`src/rtl/rsa_mexp_pkg.sv`:
```
package rsa_mexp_pkg;

  // Port width of values and configuration data
  localparam int DATA_W = 16;
  // Default arithmetic width
  localparam int WIDTH_DEF = 16;
  // Configuration register index width
  localparam int CFG_IDX_W = 2;

  typedef enum logic [CFG_IDX_W-1:0] {
    REG_MODULUS  = 2'd0,
    REG_PUB_EXP  = 2'd1,
    REG_PRIV_EXP = 2'd2
  } cfg_reg_t;

  localparam logic OP_ENCRYPT = 1'b0;
  localparam logic OP_DECRYPT = 1'b1;

endpackage

```
`src/rtl/rsa_mexp_mulmod.sv`:
```
// Bit-serial modular multiplier: scans the multiplier MSB first,
// one bit per cycle (double, conditionally add, reduce).
module rsa_mexp_mulmod #(
  parameter int WIDTH = rsa_mexp_pkg::WIDTH_DEF,
  localparam int MW = (WIDTH > rsa_mexp_pkg::DATA_W) ? WIDTH : rsa_mexp_pkg::DATA_W
) (
  input  logic             clk,
  input  logic             rst_n,
  input  logic             start_i,
  input  logic [WIDTH-1:0] a_i,
  input  logic [MW-1:0]    b_i,
  input  logic [WIDTH-1:0] m_i,
  output logic             done_o,
  output logic [WIDTH-1:0] prod_o
);

  localparam int TW = WIDTH + 2;
  localparam int CW = $clog2(MW + 1);

  logic             busy_r, busy_nxt;
  logic             done_r, done_nxt;
  logic [CW-1:0]    cnt_r, cnt_nxt;
  logic [WIDTH-1:0] acc_r, acc_nxt;
  logic [WIDTH-1:0] a_r, a_nxt;
  logic [WIDTH-1:0] m_r, m_nxt;
  logic [MW-1:0]    mplier_r, mplier_nxt;

  logic [TW-1:0] sum, m1, m2, red;

  always_comb begin
    sum = {1'b0, acc_r, 1'b0} + (mplier_r[MW-1] ? {2'b00, a_r} : {TW{1'b0}});
    m1  = {2'b00, m_r};
    m2  = {1'b0, m_r, 1'b0};
    if (sum >= m2) begin
      red = sum - m2;
    end else if (sum >= m1) begin
      red = sum - m1;
    end else begin
      red = sum;
    end
  end

  always_comb begin
    busy_nxt   = busy_r;
    done_nxt   = 1'b0;
    cnt_nxt    = cnt_r;
    acc_nxt    = acc_r;
    a_nxt      = a_r;
    m_nxt      = m_r;
    mplier_nxt = mplier_r;
    if (start_i) begin
      busy_nxt   = 1'b1;
      cnt_nxt    = CW'(MW);
      acc_nxt    = '0;
      a_nxt      = a_i;
      m_nxt      = m_i;
      mplier_nxt = b_i;
    end else if (busy_r) begin
      acc_nxt    = red[WIDTH-1:0];
      mplier_nxt = {mplier_r[MW-2:0], 1'b0};
      cnt_nxt    = cnt_r - CW'(1);
      if (cnt_r == CW'(1)) begin
        busy_nxt = 1'b0;
        done_nxt = 1'b1;
      end
    end
  end

  always_ff @(posedge clk) begin
    if (!rst_n) begin
      busy_r <= 1'b0;
      done_r <= 1'b0;
      cnt_r  <= '0;
    end else begin
      busy_r <= busy_nxt;
      done_r <= done_nxt;
      cnt_r  <= cnt_nxt;
    end
  end

  always_ff @(posedge clk) begin
    acc_r    <= acc_nxt;
    a_r      <= a_nxt;
    m_r      <= m_nxt;
    mplier_r <= mplier_nxt;
  end

  assign done_o = done_r;
  assign prod_o = acc_r;

  a_start_idle: assert property (@(posedge clk) disable iff (!rst_n)
    start_i |-> !busy_r)
    else $error("multiplier started while busy");

  a_done_idle: assert property (@(posedge clk) disable iff (!rst_n)
    done_r |-> !busy_r)
    else $error("multiplier done while still busy");

  a_busy_count: assert property (@(posedge clk) disable iff (!rst_n)
    busy_r |-> (cnt_r != '0))
    else $error("multiplier busy with no bits left");

endmodule

```
`src/rtl/rsa_modular_exponentiation.sv`:
```
// Channel  | Ports                                   | Flow
// ---------+-----------------------------------------+---------------------------
// input    | start, busy, in_op, in_value            | taken when start && !busy
// result   | out_valid, out_result_value             | one-cycle strobe, no stall
// config   | cfg_we, cfg_index, cfg_data             | written when cfg_we
//
// One transaction runs a right-to-left square-and-multiply over the
// exponent. Every modular multiply goes through one shared bit-serial unit
// that scans MW = max(WIDTH, 16) multiplier bits: a base reduction, then one
// square per exponent bit up to its top set bit plus one multiply per set bit.
// A modulus below two answers 0 in the next cycle.
// Reset is synchronous, active low, and restores the register defaults.
// Results cannot be stalled; the next transaction may start while one shows.
module rsa_modular_exponentiation #(
  parameter int WIDTH = rsa_mexp_pkg::WIDTH_DEF
) (
  input  logic                                 clk,
  input  logic                                 rst_n,
  input  logic                                 start,
  output logic                                 busy,
  input  logic                                 in_op,
  input  logic [rsa_mexp_pkg::DATA_W-1:0]      in_value,
  output logic                                 out_valid,
  output logic [rsa_mexp_pkg::DATA_W-1:0]      out_result_value,
  input  logic                                 cfg_we,
  input  logic [rsa_mexp_pkg::CFG_IDX_W-1:0]   cfg_index,
  input  logic [rsa_mexp_pkg::DATA_W-1:0]      cfg_data
);

  localparam int MW = (WIDTH > rsa_mexp_pkg::DATA_W) ? WIDTH : rsa_mexp_pkg::DATA_W;

  typedef enum logic [3:0] {
    S_IDLE = 4'b0001,  // wait for a transaction
    S_RED  = 4'b0010,  // reduce base modulo modulus
    S_MUL  = 4'b0100,  // res = res * sq mod m
    S_SQR  = 4'b1000   // sq = sq * sq mod m
  } state_t;

  state_t state_r, state_nxt;

  // Configuration registers
  logic [WIDTH-1:0] mod_r, mod_nxt;
  logic [WIDTH-1:0] pub_r, pub_nxt;
  logic [WIDTH-1:0] priv_r, priv_nxt;

  // Exponentiation working registers
  logic [WIDTH-1:0] exp_r, exp_nxt;
  logic [WIDTH-1:0] sq_r, sq_nxt;
  logic [WIDTH-1:0] res_r, res_nxt;

  // Multiplier launch
  logic             mm_start_r, mm_start_nxt;
  logic [WIDTH-1:0] mm_a_r, mm_a_nxt;
  logic [MW-1:0]    mm_b_r, mm_b_nxt;
  logic             mm_done;
  logic [WIDTH-1:0] mm_prod;

  // Result register
  logic                            out_valid_r, out_valid_nxt;
  logic [rsa_mexp_pkg::DATA_W-1:0] out_value_r, out_value_nxt;

  // Shared step decision after a square (or after base reduction)
  logic             go_step;
  logic [WIDTH-1:0] st_exp, st_res, st_sq;

  rsa_mexp_mulmod #(.WIDTH(WIDTH)) u_mulmod (
    .clk     (clk),
    .rst_n   (rst_n),
    .start_i (mm_start_r),
    .a_i     (mm_a_r),
    .b_i     (mm_b_r),
    .m_i     (mod_r),
    .done_o  (mm_done),
    .prod_o  (mm_prod)
  );

  // Configuration writes; indexes beyond the list are dropped
  always_comb begin
    mod_nxt  = mod_r;
    pub_nxt  = pub_r;
    priv_nxt = priv_r;
    if (cfg_we) begin
      unique case (cfg_index)
        rsa_mexp_pkg::REG_MODULUS:  mod_nxt  = WIDTH'(cfg_data);
        rsa_mexp_pkg::REG_PUB_EXP:  pub_nxt  = WIDTH'(cfg_data);
        rsa_mexp_pkg::REG_PRIV_EXP: priv_nxt = WIDTH'(cfg_data);
        default: ;
      endcase
    end
  end

  always_comb begin
    state_nxt     = state_r;
    exp_nxt       = exp_r;
    sq_nxt        = sq_r;
    res_nxt       = res_r;
    mm_start_nxt  = 1'b0;
    mm_a_nxt      = mm_a_r;
    mm_b_nxt      = mm_b_r;
    out_valid_nxt = 1'b0;
    out_value_nxt = out_value_r;
    go_step       = 1'b0;
    st_exp        = exp_r;
    st_res        = res_r;
    st_sq         = sq_r;

    unique case (state_r)
      S_IDLE: begin
        if (start) begin
          if (mod_r < WIDTH'(2)) begin
            // Degenerate modulus: answer zero at once
            out_valid_nxt = 1'b1;
            out_value_nxt = '0;
          end else begin
            exp_nxt      = (in_op == rsa_mexp_pkg::OP_DECRYPT) ? priv_r : pub_r;
            // Reduce the base as 1 * base mod m
            mm_start_nxt = 1'b1;
            mm_a_nxt     = WIDTH'(1);
            mm_b_nxt     = (in_op == rsa_mexp_pkg::OP_ENCRYPT) ? MW'(in_value[7:0])
                                                                : MW'(in_value);
            state_nxt    = S_RED;
          end
        end
      end
      S_RED: begin
        if (mm_done) begin
          sq_nxt  = mm_prod;
          res_nxt = WIDTH'(1);
          go_step = 1'b1;
          st_exp  = exp_r;
          st_res  = WIDTH'(1);
          st_sq   = mm_prod;
        end
      end
      S_MUL: begin
        if (mm_done) begin
          res_nxt      = mm_prod;
          mm_start_nxt = 1'b1;
          mm_a_nxt     = sq_r;
          mm_b_nxt     = MW'(sq_r);
          state_nxt    = S_SQR;
        end
      end
      S_SQR: begin
        if (mm_done) begin
          sq_nxt  = mm_prod;
          exp_nxt = exp_r >> 1;
          go_step = 1'b1;
          st_exp  = exp_r >> 1;
          st_res  = res_r;
          st_sq   = mm_prod;
        end
      end
      default: state_nxt = S_IDLE;
    endcase

    // Advance to the next exponent bit, or finish when none are left
    if (go_step) begin
      if (st_exp == '0) begin
        out_valid_nxt = 1'b1;
        out_value_nxt = rsa_mexp_pkg::DATA_W'(st_res);
        state_nxt     = S_IDLE;
      end else if (st_exp[0]) begin
        mm_start_nxt = 1'b1;
        mm_a_nxt     = st_res;
        mm_b_nxt     = MW'(st_sq);
        state_nxt    = S_MUL;
      end else begin
        mm_start_nxt = 1'b1;
        mm_a_nxt     = st_sq;
        mm_b_nxt     = MW'(st_sq);
        state_nxt    = S_SQR;
      end
    end
  end

  always_ff @(posedge clk) begin
    if (!rst_n) begin
      state_r     <= S_IDLE;
      mod_r       <= WIDTH'(2);
      pub_r       <= WIDTH'(1);
      priv_r      <= WIDTH'(1);
      mm_start_r  <= 1'b0;
      out_valid_r <= 1'b0;
    end else begin
      state_r     <= state_nxt;
      mod_r       <= mod_nxt;
      pub_r       <= pub_nxt;
      priv_r      <= priv_nxt;
      mm_start_r  <= mm_start_nxt;
      out_valid_r <= out_valid_nxt;
    end
  end

  // Payload: no reset needed
  always_ff @(posedge clk) begin
    exp_r       <= exp_nxt;
    sq_r        <= sq_nxt;
    res_r       <= res_nxt;
    mm_a_r      <= mm_a_nxt;
    mm_b_r      <= mm_b_nxt;
    out_value_r <= out_value_nxt;
  end

  assign busy             = (state_r != S_IDLE);
  assign out_valid        = out_valid_r;
  assign out_result_value = out_value_r;

  a_launch: assert property (@(posedge clk) disable iff (!rst_n)
    (start && !busy && (mod_r >= WIDTH'(2))) |=> busy)
    else $error("accepted transaction did not start exponentiation");

  a_done_busy: assert property (@(posedge clk) disable iff (!rst_n)
    mm_done |-> (state_r != S_IDLE))
    else $error("multiplier result arrived while idle");

  a_out_idle: assert property (@(posedge clk) disable iff (!rst_n)
    out_valid |-> !busy)
    else $error("result strobe while still busy");

endmodule
```
`config.mk`:
```
export PLATFORM = sky130hd
export DESIGN_NAME = rsa_modular_exponentiation
export DESIGN_NICKNAME = d
export VERILOG_FILES = /design/src/rtl/rsa_mexp_pkg.sv /design/src/rtl/rsa_mexp_mulmod.sv /design/src/rtl/rsa_modular_exponentiation.sv
export SDC_FILE = /design/constraint.sdc
export NUM_CORES = 1
export LEC_CHECK = 0
export ABC_CLOCK_PERIOD_IN_PS = 11400
export BUFFER_PORTS_ARGS = -buffer_cell sky130_fd_sc_hd__buf_2
export CAP_MARGIN = 20
export CELL_PAD_IN_SITES_DETAIL_PLACEMENT = 1
export CELL_PAD_IN_SITES_GLOBAL_PLACEMENT = 1
export CORE_MARGIN = 5
export CORE_UTILIZATION = 45
export CTS_BUF_LIST = sky130_fd_sc_hd__clkbuf_2
export CTS_CLUSTER_SIZE = 20
export DETAILED_ROUTE_END_ITERATION = 12
export MAX_ROUTING_LAYER = met4
export PLACE_DENSITY_LB_ADDON = 0.1
export SETUP_SLACK_MARGIN = 0.4
export SLEW_MARGIN = 10
export SYNTH_ARGS = -nofsm -noshare
export SYNTH_HDL_FRONTEND = slang
export SYNTH_SLANG_ARGS = --single-unit
```
`constraint.sdc`:
```
create_clock -name clk -period 11.4 [get_ports clk]
set_clock_uncertainty 0.05 [all_clocks]
set_input_delay 2.28 -clock clk [delete_from_list [all_inputs] [get_ports clk]]
set_output_delay 2.28 -clock clk [all_outputs]
set_load 0.005 [all_outputs]
```
## Word level (Yosys, flattened, before mapping)

Index checks and enable logic that the tools add are counted.
W data, S select, Z words.

| storage, ports and cells | value |
|---|---|
| logic and storage cells | 119 |
| input bits | 39 |
| output and inout port bits | 18 |
| flip-flop bits (word level) | 221 |

| cells by class | value |
|---|---|
| reductions and logical operators | 14 |
| bitwise operators | 2 |
| add/sub/neg operators | 4 |
| order comparisons | 3 |
| equal/unequal tests | 15 |
| mux-type cells | 61 |

Operator list:

| kind | count |
|---|---|
| $mux W16 | 32 |
| $pmux W16 S2 | 4 |
| $sub A16 B16 Y16 | 2 |
| $mux W4 | 6 |
| $add A17 B16 Y18 | 1 |
| $ge A18 B16 Y1 | 1 |
| $ge A18 B17 Y1 | 1 |
| $logic_not A16 Y1 | 1 |
| $lt A16 B2 Y1 const B | 1 |
| $mux W1 | 15 |
| $pmux W4 S3 | 1 |
| $mux W5 | 2 |
| $reduce_and A2 Y1 | 4 |
| $ne A3 B3 Y1 const B | 2 |
| $reduce_bool A2 Y1 | 3 |
| $eq A5 B1 Y1 const B | 1 |
| $sub A5 B1 Y5 const B | 1 |
| $eq A4 B1 Y1 const B | 1 |
| $eq A4 B2 Y1 const B | 1 |
| $eq A4 B3 Y1 const B | 1 |
| $eq A4 B4 Y1 const B | 1 |
| $ne A2 B1 Y1 const B | 2 |
| $ne A2 B2 Y1 const B | 2 |
| $ne A4 B1 Y1 const B | 1 |
| 10 further kinds | 12 |

## Logic depth before layout (Yosys ltp)

| logic depth | value |
|---|---|
| word-level depth | 6 |
| gate-level depth with buffers | 20 |
| gate-level depth less buffers | 19 |

## Modules after synthesis

Synthesis repeated with hierarchy kept, for this count alone.

| second synthesis, totals | value |
|---|---|
| cells, all modules | 1277 |
| area, all modules | 11856.4 µm² |

Modules (own cells, without submodules):

| module | seq. area each (µm²) | times used | area each (µm²) | cells an instance |
|---|---|---|---|---|
| rsa_modular_exponentiation | 3323.2 | 1 | 6710.2 | 749 |
| rsa_mexp_mulmod | 1901.8 | 1 | 5146.2 | 528 |

## Worst setup path after synthesis

OpenSTA, ideal clock, no wires.

| path | value |
|---|---|
| path type | reg2reg |
| from | register u_mulmod.mplier_r[15] |
| to | register u_mulmod.acc_r[0], in the netlist u_mulmod.prod_o[0] |
| clock period less this slack | 4.186 ns |
| arrival time | 4.057 ns |
| required time | 11.271 ns |
| slack | 7.214 ns |
| setup time | 0.079 ns |
| cell stages (with the launch flop) | 18 |
| path buffers | 1 |
| cells stage by stage | edfxtp_1 > clkbuf_1 > nand2_1 > fa_1 > nand2b_1 > a21oi_1 > a21o_1 > nand4_1 > o21ba_2 > xnor2_1 > ha_1 > a21o_1 > o41ai_1 > a31oi_1 > or3_4 > nand3_1 > mux2_1 > a211oi_2 |

| on the way | value |
|---|---|
| longest elaborated chain between the ends | 5 |
| elaborated cells on any way between the ends | 8 |
| classes of those cells | 3 x add/sub; 2 x order compare; 3 x mux |

Ends and longest elaborated chain:

| element | line | text |
|---|---|---|
| from (decl) | rsa_mexp_mulmod.sv:26 | `logic [MW-1:0] mplier_r, mplier_nxt;` |
| from (signal assigned) | rsa_mexp_mulmod.sv:85 | `mplier_r <= mplier_nxt;` |
| $mux W16 * | rsa_mexp_mulmod.sv:31 | `sum = {1'b0, acc_r, 1'b0} + (mplier_r[MW-1] ? {2'b00, a_r} : {TW{1'b0}});` |
| $add A17 B16 Y18 * | rsa_mexp_mulmod.sv:31 |  |
| $sub A16 B16 Y16 / $ge A18 B16 Y1 (equally long branches) | rsa_mexp_mulmod.sv:37, rsa_mexp_mulmod.sv:36 |  |
| $mux W16 | rsa_mexp_mulmod.sv:36 | `end else if (sum >= m1) begin` |
| $mux W16 * | rsa_mexp_mulmod.sv:34 | `if (sum >= m2) begin` |
| to (signal assigned) | rsa_mexp_mulmod.sv:82 | `acc_r <= acc_nxt;` |
| to (decl) | rsa_mexp_mulmod.sv:23 | `logic [WIDTH-1:0] acc_r, acc_nxt;` |

Every way passes the cells marked *; elsewhere a longest branch is shown, timed or not.
A chain may end at the register's enable or synchronous reset.

## Final worst setup path

| path | value |
|---|---|
| from | register u_mulmod.mplier_r[15] |
| to | register u_mulmod.acc_r[11], in the netlist u_mulmod.prod_o[11] |

The elaborated chain is that of the path after synthesis.

==> summary.txt <==
DR pass1 iterations -> 5
post-synth cell types -> 77
first-pass GRT wire length -> 52000 um
Hold Path Class -> flop to flop
final antenna-violating net count -> 0
most common cell after layout, fill and taps aside -> nand2_1
post-cts sizing count -> 0
minimum clock period -> 5.19 ns
startpoint types -> flop
Place WS -> 6.28 ns
largest family of logic cells by synthesized area -> compound AO/OA/AOI/OAI gates
CTS Sinks -> 221
boundary pin count -> 57
Hold WS -> 0.393 ns
CP max FO -> 16
Crit Path Class -> flop to flop
Slowest cell on crit path -> edfxtp_1
Pleak -> 5.04 nW
delay-heaviest family, CP -> compound AO/OA/AOI/OAI gates
Post-DP HPWL -> 24000 um
vias in the first global route -> 9812
most frequent cells in the layout -> 184 x nand2_1, 139 x dfxtp_1, 95 x clkbuf_2
Slew HR -> 0.400
Data arrival, critical path -> 5.78 ns
simple-gate share of the synthesized area -> 0.167
max-slew violation count -> 0
Filler cells -> 2972
die footprint -> 29000 um^2
ratio of total power to cell area -> 271 nW/um^2
Via density -> 5.65
GP Congestion -> 0.865
fmax -> 0.193 GHz
final hold vios -> 0
root buf cell -> clkbuf_2
chip width -> 170 um
XOR/XNOR Fraction of Synth Area -> 0.0310
synthesized instance count -> 1220
number of max-cap violations -> 0
final layout net count -> 1375
I/O Buffers -> 56
DRC Markers -> 0
Post-synth top flop -> dfxtp_1
peak per-stage delay on the critical path -> 0.58 ns
Mapped Area -> 11600 um^2
initial antenna violation count -> 1
worst-path cell chain -> and2_1 -> ha_1 -> inv_1 -> fa_1 -> nand2b_1 -> a21oi_1 -> a21o_1 -> a21oi_1 -> xnor2_1 -> ha_1 -> nand4_1 -> a21oi_1 -> o31ai_1 -> a31oi_1 -> nor3_2 -> nand2_1 -> mux2i_1 -> a21boi_2
Routed WL -> 32600 um
Num CTS Buffers -> 58
final setup vio count -> 0
Post-CTS Setup Bufs -> 0
Power Total -> 0.00343 W
clk slew on worst S/H paths -> 0.10 ns
Synthesis Warnings -> 0
Compound-Gate Fraction of Synth Area -> 0.204
Initial DRC Count -> 376
IR Drop Worst-Case VDD -> 132 uV
mux share of post-synthesis cell area -> 0.0553
routed vias -> 9401
Critical Path RT -> 12.00 ns
Yosys reg bits -> 221
Synthesized Nets -> 1311
CP bufs+invs -> 1
largest net degree at the start of global routing -> 58
CP Capture Type -> flop
Chip Height -> 170 um
share of synthesized registers carrying an async set or reset -> 0
status -> finished, final reports clean
grt total ovfl -> 0
register area share after synthesis -> 0.452
H-tree depth -> 2
Post-synth EDFFs -> 80
final setup margin -> 6.21 ns
RSZ-0062 raised after global routing -> no
setup TNS -> 0 ns
syn_area_per_cell -> 9.48 um^2
hold-fix buffers at CTS -> 0
Initial Util -> 0.458
Slew @ Worst Pin -> 0.900 ns
adder-cell share of the synthesized area -> 0.0582
Area Overhead vs Synth -> 9.38%
fin crit share -> 0.455
All-Layer GR Usage -> 0.229
DR WL/cell -> 19.6 um
CTS tree -> built
CTS max path bufs -> 3
clock latency on the worst-skew pair -> 0.79 ns
CORE AREA -> 25300 um^2
most frequent CP cell -> a21oi_1
layout cells sized above 1 -> 0.167
row cnt -> 58
area by class of cell:
type	count	area (um^2)	share of cell area
sequential	221	5230	0.413
clock buffer	95	475	0.0376
antenna	1	2.50	0.000198
inverter	33	124	0.00979
clock inverter	13	56.3	0.00445
multi-input combinational	900	5970	0.472
tap	330	413	0.0326
timing repair buffer	70	385	0.0305
kinds of logic after synthesis:
family                   count (synthesis)
AO/OA/AOI/OAI                          344
XOR/XNOR                                41
adder cells (fa/ha/maj)                 52
buffers and inverters                   99
flip-flops                             221
multiplexers                            60
AND/OR/NAND/NOR                        403
metrics by stage:
| step | area (um^2) | utilization | instances |
|---|---|---|---|
| after floorplan | 11600 | - | 1220 |
| after global placement | 12100 | 0.480 | 1553 |
| after detailed placement | 12100 | 0.480 | 1553 |
| after CTS | 12600 | 0.501 | 1661 |
| after global routing | 12700 | 0.501 | 1663 |
| final | 12700 | 0.501 | 1663 |
synthesized netlist by cell type (25+ instances only):
library cell | instances | area share
a21oi_1 | 79 | 0.034
mux2_2 | 30 | 0.029
nor2_1 | 62 | 0.020
clkbuf_1 | 55 | 0.018
a31oi_1 | 27 | 0.015
nand2b_1 | 27 | 0.015
mux2i_1 | 29 | 0.025
inv_1 | 33 | 0.011
o21ai_0 | 38 | 0.016
nand2_1 | 184 | 0.060
nand3_1 | 25 | 0.011
a21boi_0 | 48 | 0.031
edfxtp_1 | 80 | 0.21
ha_1 | 49 | 0.053
dfxtp_1 | 141 | 0.24
final timing paths:
kind	startpoint	to	slack (ns)	cells after the start
min reg2reg	mod_r[0]$_SDFFE_PN0P_	u_mulmod.m_r[0]$_DFFE_PP_	0.39	0
min	mod_r[0]$_SDFFE_PN0P_	u_mulmod.m_r[0]$_DFFE_PP_	0.39	0
max	u_mulmod.mplier_r[15]$_DFFE_PP_	u_mulmod.prod_o[11]$_SDFFE_PP0P_	6.21	18
max reg2reg	u_mulmod.mplier_r[15]$_DFFE_PP_	u_mulmod.prod_o[11]$_SDFFE_PP0P_	6.21	18
routing by layer:
metal	global-route usage	routed length, um	vias up	part of all wire
li1	-	-	4587	-
met1	0.289	14900	4604	0.46
met2	0.387	16100	170	0.49
met3	0.0339	1090	40	0.034
met4	0.0563	522	0	0.016
met5	-	0	-	0
where the power goes:
group,internal [W],switching (W),leakage (nW)
registers,0.000976,0.000136,1.90
logic,0.000698,0.00107,2.72
clock network,0.000219,0.000327,0.422
Note: power is estimated with default switching activity, not from simulation.
